### config.mk
export PLATFORM = sky130hd
export DESIGN_NAME = row_gap_fill_between_runs_core
export DESIGN_NICKNAME = d
export VERILOG_FILES = /design/src/design/rgf_pkg.sv /design/src/design/rgf_pipe_reg.sv /design/src/design/rgf_span_fill.sv /design/src/design/row_gap_fill_between_runs_core.sv
export SDC_FILE = /design/constraint.sdc
export NUM_CORES = 1
export LEC_CHECK = 0
export BUFFER_PORTS_ARGS = -buffer_cell sky130_fd_sc_hd__buf_2
export CORE_MARGIN = 2
export CORE_UTILIZATION = 35
export DETAILED_ROUTE_END_ITERATION = 10
export HOLD_SLACK_MARGIN = 0.06
export PLACE_DENSITY = 0.57
export SKIP_LAST_GASP = 1
export SLEW_MARGIN = 20
export SYNTH_ARGS = -nofsm -noshare
export SYNTH_HDL_FRONTEND = slang
export SYNTH_SLANG_ARGS = --single-unit
export TNS_END_PERCENT = 50
### constraint.sdc
create_clock -name clk -period 5 [get_ports clk]
set_input_delay 0.5 -clock clk [delete_from_list [all_inputs] [get_ports clk]]
set_output_delay 0.5 -clock clk [all_outputs]
set_load 0.02 [all_outputs]
### src/design/rgf_pkg.sv
package rgf_pkg;

    // Columns the datapath is built for.
    localparam int MAX_WIDTH = 64;

    // Fixed field widths.
    localparam int ROW_BITS = 64;
    localparam int WIDTH_BITS = 7;

    localparam logic [WIDTH_BITS-1:0] ROW_WIDTH_RESET = WIDTH_BITS'(64);
    localparam logic [WIDTH_BITS-1:0] MAX_WIDTH_CODE = WIDTH_BITS'(MAX_WIDTH);

    typedef logic [ROW_BITS-1:0] row_t;
    typedef logic [WIDTH_BITS-1:0] width_t;

endpackage

### src/design/rgf_pipe_reg.sv
module rgf_pipe_reg
    import rgf_pkg::*;
(
    input  logic clk,
    input  logic rst_n,
    input  logic in_valid,
    output logic in_ready,
    input  row_t in_data,
    output logic out_valid,
    input  logic out_ready,
    output row_t out_data
);

    logic valid_reg;
    row_t data_reg;
    logic load;

    // Stage takes a new item whenever it is empty or its item leaves this cycle.
    assign in_ready = !valid_reg || out_ready;
    assign load = in_valid && in_ready;

    always_ff @(posedge clk or negedge rst_n)
    begin
        if (!rst_n)
        begin
            valid_reg <= 1'b0;
        end
        else if (in_ready)
        begin
            valid_reg <= in_valid;
        end
    end

    always_ff @(posedge clk)
    begin
        if (load)
        begin
            data_reg <= in_data;
        end
    end

    assign out_valid = valid_reg;
    assign out_data = data_reg;

endmodule

### src/design/rgf_span_fill.sv
module rgf_span_fill
    import rgf_pkg::*;
(
    input  width_t row_width,
    input  row_t   row_bits,
    output row_t   filled_row
);

    localparam int STEPS = $clog2(ROW_BITS);

    width_t eff_width;
    row_t   mask;
    row_t   x;
    row_t   from_first;
    row_t   to_last;

    assign eff_width = (row_width > MAX_WIDTH_CODE) ? MAX_WIDTH_CODE : row_width;

    always_comb
    begin
        for (int i = 0; i < ROW_BITS; i++)
        begin
            mask[i] = (WIDTH_BITS'(i) < eff_width);
        end
    end

    assign x = row_bits & mask;

    // Filling the gaps between first and last run is the same as setting every
    // column from the lowest one to the highest one. Two log-step prefix ORs.
    always_comb
    begin
        from_first = x;
        to_last = x;
        for (int k = 0; k < STEPS; k++)
        begin
            from_first = from_first | (from_first << (1 << k));
            to_last = to_last | (to_last >> (1 << k));
        end
    end

    assign filled_row = from_first & to_last;

endmodule

### src/design/row_gap_fill_between_runs_core.sv
// Channel  Dir  Bus        Fields (low bit up)
// s_*      in   stream     tdata[63:0] row_bits
// m_*      out  stream     tdata[63:0] filled_row
// cfg_*    in   write      cfg_wdata[6:0] row_width
//
// One item per cycle sustained while m_tready holds; two registers (input register, result register).
// The span fill is a single combinational pass between the two registers.
// rst_n clears both stage valids and sets row_width to 64.
// A stalled output holds its item; the input register still takes one more item.
module row_gap_fill_between_runs_core
    import rgf_pkg::*;
(
    input  logic        clk,
    input  logic        rst_n,
    input  logic        s_tvalid,
    output logic        s_tready,
    input  logic [63:0] s_tdata,   // [63:0] row_bits
    output logic        m_tvalid,
    input  logic        m_tready,
    output logic [63:0] m_tdata,   // [63:0] filled_row
    input  logic        cfg_we,
    input  logic [6:0]  cfg_wdata  // [6:0] row_width
);

    width_t row_width_reg;
    logic   s1_valid;
    logic   s1_ready;
    row_t   s1_data;
    row_t   fill_data;

    always_ff @(posedge clk or negedge rst_n)
    begin
        if (!rst_n)
        begin
            row_width_reg <= ROW_WIDTH_RESET;
        end
        else if (cfg_we)
        begin
            row_width_reg <= cfg_wdata;
        end
    end

    rgf_pipe_reg u_in_reg (
        .clk       (clk),
        .rst_n     (rst_n),
        .in_valid  (s_tvalid),
        .in_ready  (s_tready),
        .in_data   (s_tdata),
        .out_valid (s1_valid),
        .out_ready (s1_ready),
        .out_data  (s1_data)
    );

    rgf_span_fill u_fill (
        .row_width  (row_width_reg),
        .row_bits   (s1_data),
        .filled_row (fill_data)
    );

    rgf_pipe_reg u_out_reg (
        .clk       (clk),
        .rst_n     (rst_n),
        .in_valid  (s1_valid),
        .in_ready  (s1_ready),
        .in_data   (fill_data),
        .out_valid (m_tvalid),
        .out_ready (m_tready),
        .out_data  (m_tdata)
    );

    a_ready_when_out_empty: assert property (@(posedge clk) disable iff (!rst_n)
        !m_tvalid |-> s_tready)
        else $error("input stalled with empty output");

    a_accept_fills_stage: assert property (@(posedge clk) disable iff (!rst_n)
        s_tvalid && s_tready |=> s1_valid)
        else $error("accepted item lost in input stage");

    a_stage_moves_on: assert property (@(posedge clk) disable iff (!rst_n)
        s1_valid && s1_ready |=> m_tvalid)
        else $error("item lost between stages");

    a_stall_holds_stage: assert property (@(posedge clk) disable iff (!rst_n)
        s1_valid && m_tvalid && !m_tready |=> s1_valid && $stable(s1_data))
        else $error("input stage changed under stall");

endmodule

== Word level (Yosys, flattened, before mapping) ==
Index checks and enable logic that the tools add are counted.
Widths: inputs -> output; s select.
Storage, ports and cells
  bits in registers: 137
  input bits: 76
  output and inout bits: 66
  logic and storage cells: 91
Cells by class
  magnitude comparators: 65
  multiplexer cells: 1
  bitwise gates (word level): 14
  reduce and logical (&&, ||, !) cells: 6
Operators with widths (number)
  $or 64x64->64: 6
  $lt 6x7->1 const A: 32
  $and 64x64->64: 2
  $lt 5x7->1 const A: 16
  $or 64x32->64: 1
  $or 64x48->64: 1
  $or 64x56->64: 1
  $or 64x60->64: 1
  $or 64x62->64: 1
  $or 64x63->64: 1
  $lt 4x7->1 const A: 8
  $lt 3x7->1 const A: 4
  $lt 1x7->1 const A: 2
  $lt 2x7->1 const A: 2
  $gt 7x7->1 const B: 1
  $mux 7: 1
  $logic_and 1x1->1: 2
  $logic_not 1->1: 2
  $logic_or 1x1->1: 2

== Longest topological paths before layout ==
  depth after elaboration: 11
  depth in mapped cells: 11
  depth with buffers taken out: 7

== By module ==
From an unflattened synthesis, not the netlist that was laid out.
Second synthesis, totals
  cells, all modules: 632
  area, all modules: 7289.5 sq um
By module, submodules not included
  rgf_pipe_reg: instances 2, cells each 68, area an instance 1975.6 sq um, sequential area each 1946.9 sq um
  rgf_span_fill: instances 1, cells each 481, area an instance 3045.4 sq um, sequential area each 0.0 sq um
  row_gap_fill_between_runs_core: instances 1, cells each 15, area an instance 292.8 sq um, sequential area each 176.4 sq um

== Worst setup path after synthesis ==
No wires, ideal clock.
  path kind: register to register
  from: register row_width_reg[6]
  to: register u_out_reg.data_reg[54] (netlist: u_out_reg.out_data[54]), data pin
  library setup time: 0.281 ns
  arrival time: 2.539 ns
  required time: 4.719 ns
  path slack: 2.180 ns
  cell stages (with the launch flop): 10
  path buffers: 2
  clock period less this slack: 2.820 ns
  path through: dfstp_2 buf_6 or4_1 buf_2 o21a_1 a211o_4 nor4b_4 nand2_4 nor3_4 a41oi_1
Between the ends
  longest elaborated chain between the ends: 11
  elaborated cells between the ends (all ways): 80
  those cells by class: order compare (65); mux (1); bitwise (14)
Ends and longest elaborated chain
  from (decl): line row_gap_fill_between_runs_core.sv:25  | width_t row_width_reg;
  from (signal assigned): line row_gap_fill_between_runs_core.sv:39  | row_width_reg <= cfg_wdata;
  $gt 7x7->1: line rgf_span_fill.sv:17  | assign eff_width = (row_width > MAX_WIDTH_CODE) ? MAX_WIDTH_CODE : row_width;
  $mux 7 *: line rgf_span_fill.sv:17
  $lt 6x7->1, or another cell as far along: line rgf_span_fill.sv:23  | mask[i] = (WIDTH_BITS'(i) < eff_width);
  $and 64x64->64 *: line rgf_span_fill.sv:27  | assign x = row_bits & mask;
  $or 64x64->64 / $or 64x63->64 (equally long branches): line rgf_span_fill.sv:37, rgf_span_fill.sv:38
  $or 64x64->64 / $or 64x62->64 (equally long branches): line rgf_span_fill.sv:37, rgf_span_fill.sv:38
  $or 64x64->64 / $or 64x60->64 (equally long branches): line rgf_span_fill.sv:37, rgf_span_fill.sv:38
  $or 64x64->64 / $or 64x56->64 (equally long branches): line rgf_span_fill.sv:37, rgf_span_fill.sv:38
  $or 64x64->64 / $or 64x48->64 (equally long branches): line rgf_span_fill.sv:37, rgf_span_fill.sv:38
  $or 64x64->64 / $or 64x32->64 (equally long branches): line rgf_span_fill.sv:37, rgf_span_fill.sv:38
  $and 64x64->64 *: line rgf_span_fill.sv:42  | assign filled_row = from_first & to_last;
  via fill_data[54]: line row_gap_fill_between_runs_core.sv:29  | row_t fill_data;
  to (signal assigned): line rgf_pipe_reg.sv:38  | data_reg <= in_data;
  to (decl): line rgf_pipe_reg.sv:15  | row_t data_reg;
The timed path passes the listed nets; every way through them passes the cells marked *.
A chain may end at the register's enable or synchronous reset.

== Final worst setup path ==
  from: register row_width_reg[6]
  to: register u_out_reg.data_reg[61] (netlist: u_out_reg.out_data[61]), data pin
The elaborated chain is that of the path after synthesis.

==> impl_metrics.xml <==
<?xml version="1.0" encoding="UTF-8"?>
<metrics>
  <group name="critical_path">
    <metric name="cell_family_contributing_the_most_delay_on_the_critical_path" unit="">simple AND/OR/NAND/NOR gates</metric>
    <metric name="crit_slowest_cell" unit="">o311ai_0</metric>
    <metric name="worstPathMaxFanout" unit="">47</metric>
    <metric name="start_kind" unit="">flop</metric>
    <metric name="worst_path_most_repeated_cell" unit="">nand4_1</metric>
    <metric name="critical_path_buf_inv_count" unit="">0</metric>
    <metric name="worst_setup_path_end_kind" unit="">flop</metric>
    <metric name="arrival" unit="ns">4.35</metric>
    <metric name="data_required_critical_path" unit="ns">5.17</metric>
    <metric name="cells_along_the_critical_path" unit="">or2_0, o311ai_0, nand4_1, nor4_2, nand4_1, nor4_1, nor2_1</metric>
    <metric name="max_stage_delay" unit="ns">0.83</metric>
    <metric name="timing.setup.critical_path_class" unit="">reg2reg</metric>
  </group>
  <group name="pwr">
    <metric name="power.combinational.fraction" unit="%">15.1</metric>
    <metric name="p_seq_share" unit="%">43.1</metric>
    <metric name="clock_power_share" unit="%">41.8</metric>
    <metric name="power.share.switching" unit="%">27.83</metric>
    <metric name="netSwitchingPower" unit="mW">0.8927</metric>
    <metric name="ir_drop" unit="mV">0.2313</metric>
    <metric name="powerDensity" unit="nW/um^2">366.7</metric>
    <metric name="cell_internal_pwr" unit="mW">2.315</metric>
    <metric name="leakage" unit="nW">2.962</metric>
    <metric name="total_power" unit="mW">3.208</metric>
  </group>
  <group name="sta">
    <metric name="final.setup.tns" unit="ns">0</metric>
    <metric name="worst_slew_margin_rel" unit="%">34.37</metric>
    <metric name="setup_repair_after_global_routing_missed_its_margin" unit="">no</metric>
    <metric name="worst-slew-pin-transition" unit="ns">0.9819</metric>
    <metric name="final.period_utilization" unit="%">83.49</metric>
    <metric name="report.final.slew_viol_count" unit="">0</metric>
    <metric name="timing.final.crit_period" unit="ns">4.175</metric>
    <metric name="final-hold-violation-count" unit="">0</metric>
    <metric name="fmaxAchievable" unit="GHz">0.2395</metric>
    <metric name="finalSetupViolCount" unit="">0</metric>
    <metric name="worst_clock_skew" unit="ns">0.008102</metric>
    <metric name="final.hold.worst_slack" unit="ns">0.2366</metric>
  </group>
  <group name="grt">
    <metric name="globalRoute.totalOverflow" unit="">0</metric>
    <metric name="top_usage_layer" unit="">met2</metric>
    <metric name="grtUsageMet2" unit="%">33.09</metric>
    <metric name="grtUsageTotal" unit="%">22.29</metric>
    <metric name="grt_start_max_net_pins" unit="">65</metric>
    <metric name="gr-usage-met3" unit="%">5.406</metric>
    <metric name="grt_first_pass_wirelength" unit="um">35800</metric>
    <metric name="grt_use_met1" unit="%">31.76</metric>
    <metric name="grt_antenna_before_repair" unit="">0</metric>
    <metric name="first_global_vias" unit="">5944</metric>
  </group>
  <group name="clock_tree">
    <metric name="cts-htree-levels" unit="">4</metric>
    <metric name="clk_path_buf_depth" unit="">2</metric>
    <metric name="clkTransAtPathRegs" unit="ns">0.06</metric>
    <metric name="clockRootBuffer" unit="">clkbuf_16</metric>
    <metric name="clock-sinks" unit="">137</metric>
    <metric name="clock_insertion_delay_worst_skew" unit="ns">0.43</metric>
    <metric name="cts_tree" unit="">yes</metric>
    <metric name="cts_inserted_buffers" unit="">17</metric>
  </group>
  <group name="yosys">
    <metric name="synth_flop_cell" unit="">edfxtp_1</metric>
    <metric name="synth_adder_area_share" unit="%">0</metric>
    <metric name="synth_simple_gate_area_share" unit="%">19.81</metric>
    <metric name="syn_nets" unit="">687</metric>
    <metric name="synth_enable_flop_cells" unit="">128</metric>
    <metric name="synthMuxAreaShare" unit="%">0.7930</metric>
    <metric name="synth_top_family_by_area" unit="">simple AND/OR/NAND/NOR gates</metric>
    <metric name="ys.warnings.count" unit="">0</metric>
    <metric name="synth_seq_area_share" unit="%">57.32</metric>
    <metric name="syn-mean-instance-area" unit="um^2">11.62</metric>
    <metric name="area_of_the_mapped_netlist" unit="um^2">7101</metric>
    <metric name="syn-instance-count" unit="">611</metric>
    <metric name="number_of_distinct_library_cells_after_synthesis" unit="">84</metric>
    <metric name="synth-xor-area-share" unit="%">0</metric>
    <metric name="async_reset_ff_share" unit="%">6.569</metric>
    <metric name="synth_compound_gate_area_share" unit="%">19.54</metric>
    <metric name="flip_flop_and_latch_count_after_synthesis" unit="">137</metric>
  </group>
  <group name="drt">
    <metric name="post-route-drc-count" unit="">0</metric>
    <metric name="dr.pass1.iters" unit="">5</metric>
    <metric name="starting_drt_drc_count" unit="">776</metric>
    <metric name="routedWlPerCell" unit="um">22.66</metric>
    <metric name="ant_nets" unit="">0</metric>
    <metric name="route.detailed.vias_per_inst" unit="">5.756</metric>
    <metric name="routed_wirelength" unit="um">23540</metric>
    <metric name="vias" unit="">5981</metric>
  </group>
  <group name="final_layout">
    <metric name="post_route_design_area" unit="um^2">8748</metric>
    <metric name="share_of_post_route_cells_with_drive_strength_above_1" unit="%">30.04</metric>
    <metric name="finalCoreUtilization" unit="%">43.66</metric>
    <metric name="finish.net_count" unit="">832</metric>
    <metric name="fillers" unit="">1948</metric>
    <metric name="antennaDiodeCount" unit="">0</metric>
    <metric name="syn2layout_area_growth" unit="%">23.21</metric>
  </group>
  <group name="min_path">
    <metric name="hold_path_class" unit="">in2reg</metric>
  </group>
  <group name="place">
    <metric name="gp_congestion" unit="">0.9504</metric>
    <metric name="detailed_place_hpwl" unit="um">18260</metric>
    <metric name="port_buffers" unit="">141</metric>
    <metric name="placed_cell_area" unit="um^2">8113</metric>
  </group>
  <group name="floorplan">
    <metric name="core_area" unit="um^2">20040</metric>
    <metric name="floorplan.rows" unit="">52</metric>
    <metric name="die_area" unit="um^2">21440</metric>
    <metric name="die_height" unit="um">146.4</metric>
    <metric name="initial_utilization" unit="%">35.43</metric>
    <metric name="die_width" unit="um">146.4</metric>
    <metric name="io_pins" unit="">142</metric>
  </group>
  <group name="run_status">
    <metric name="run_status" unit="">finished, final reports clean</metric>
  </group>
  <group name="run">
    <metric name="maxCapViolCount" unit="">0</metric>
  </group>
</metrics>
stage by stage:
step | setup WS [ns] | cells
final | 0.8254 | 1039
after global routing | 0.5496 | 1039
after CTS | 0.8455 | 1039
after detailed placement | 0.8278 | 1006
after global placement | 0.9481 | 1006
after floorplan | 2.180 | 611
cells in the final DEF, fill, tap and decap left out, drive strengths merged, types with 8 or more instances in the layout:
| cell type | synthesis | final |
|---|---|---|
| o21a | 8 | 8 |
| nor3 | 21 | 21 |
| a21oi | 29 | 29 |
| edfxtp | 128 | 128 |
| a32oi | 10 | 10 |
| nand4 | 9 | 9 |
| a21o | 10 | 10 |
| a31oi | 16 | 16 |
| nand2 | 36 | 36 |
| and3 | 15 | 15 |
| o21ai | 31 | 31 |
| a22oi | 9 | 9 |
| inv | 11 | 13 |
| nor4 | 10 | 10 |
| o211ai | 16 | 16 |
| nand3 | 21 | 21 |
| clkbuf | 17 | 17 |
| nor2 | 51 | 51 |
| o311ai | 9 | 9 |
| dfrtp | 8 | 8 |
| o31ai | 8 | 8 |
| and2 | 20 | 20 |
| buf | 13 | 155 |
cell usage after synthesis (5+ instances only):
cell type	number	area [um^2]
clkbuf_1	17	63.81
or3_1	5	31.28
nand2_1	34	127.6
o21ai_0	30	150.1
o31ai_1	8	60.06
nand4_1	9	56.30
nor4_1	6	37.54
a22oi_1	9	67.56
inv_1	11	41.29
nand3_1	20	100.1
nor2_1	50	187.7
a21oi_1	28	140.1
edfxtp_1	128	3844
and3_1	15	93.84
a21o_1	9	67.56
nor3_1	16	80.08
a32oi_1	10	87.58
o211ai_1	16	120.1
mux2_2	5	56.30
buf_2	9	45.04
o21a_1	8	60.06
a211oi_1	6	45.04
o211a_1	6	60.06
dfrtp_1	8	200.2
o22ai_1	5	31.28
nand2b_1	6	37.54
and2_1	18	112.6
a31oi_1	16	100.1
path summary, 6_finish.rpt:
path | slack, ns | to | start | cells past startpoint
worst max-delay path | 0.83 | u_out_reg.out_data[61] | row_width_reg[6] | 7
worst max register to register | 0.83 | u_out_reg.out_data[61] | row_width_reg[6] | 7
worst min register to register | 0.50 | u_out_reg.out_valid | u_in_reg.out_valid | 1
max in group asynchronous | 4.30 | row_width_reg[6] | rst_n | 2
worst min-delay path | 0.24 | u_in_reg.out_data[7] | s_tdata[7] | 1
min in group asynchronous | 0.45 | u_out_reg.out_valid | rst_n | 2
layer usage:
layer | wire, um | vias up
met5 | 0 | -
met4 | 677 | 0
li1 | - | 2745
met2 | 10320 | 288
met3 | 1750 | 36
met1 | 10790 | 2912
kinds of logic after synthesis:
| group | Yosys count |
|---|---|
| flops | 137 |
| mux | 5 |
| compound gates | 194 |
| simple gates | 234 |
| buf+inv | 41 |
worst register-to-register path, cell delays in order, from the launching register on:
cell,delay [ns]
dfstp_2,0.60
or2_0,0.66
o311ai_0,0.83
nand4_1,0.36
nor4_2,0.62
nand4_1,0.25
nor4_1,0.50
nor2_1,0.10
power by group through the flow:
stage / registers, mW / logic (mW) / clock network, mW
2_1_floorplan: 1.39 / 0.301 / 0
4_1_cts: 1.38 / 0.474 / 1.36
5_1_grt: 1.39 / 0.522 / 1.42
3_3_place_gp: 1.40 / 0.472 / 0
6_report: 1.38 / 0.484 / 1.34
3_5_place_dp: 1.40 / 0.472 / 0
final cells by class:
cell class | count | area, um^2 | area share [%]
flip-flops and latches | 137 | 4070 | 46.52
well taps | 270 | 337.8 | 3.862
repair buffers | 156 | 820.8 | 9.382
clock inverters | 15 | 200.2 | 2.288
clock buffers | 17 | 425.4 | 4.863
multi-input cells | 433 | 2853 | 32.61
inverters | 11 | 41.29 | 0.4720
repair_timing:
| item | in CTS | in global routing |
|---|---|---|
| buffers inserted | 0 | 0 |
| hold buffers | 1 | 0 |
| resized for setup | 0 | 0 |
| hold endpoints to repair | 8 | 0 |
Power figures use the tool's default switching activity.
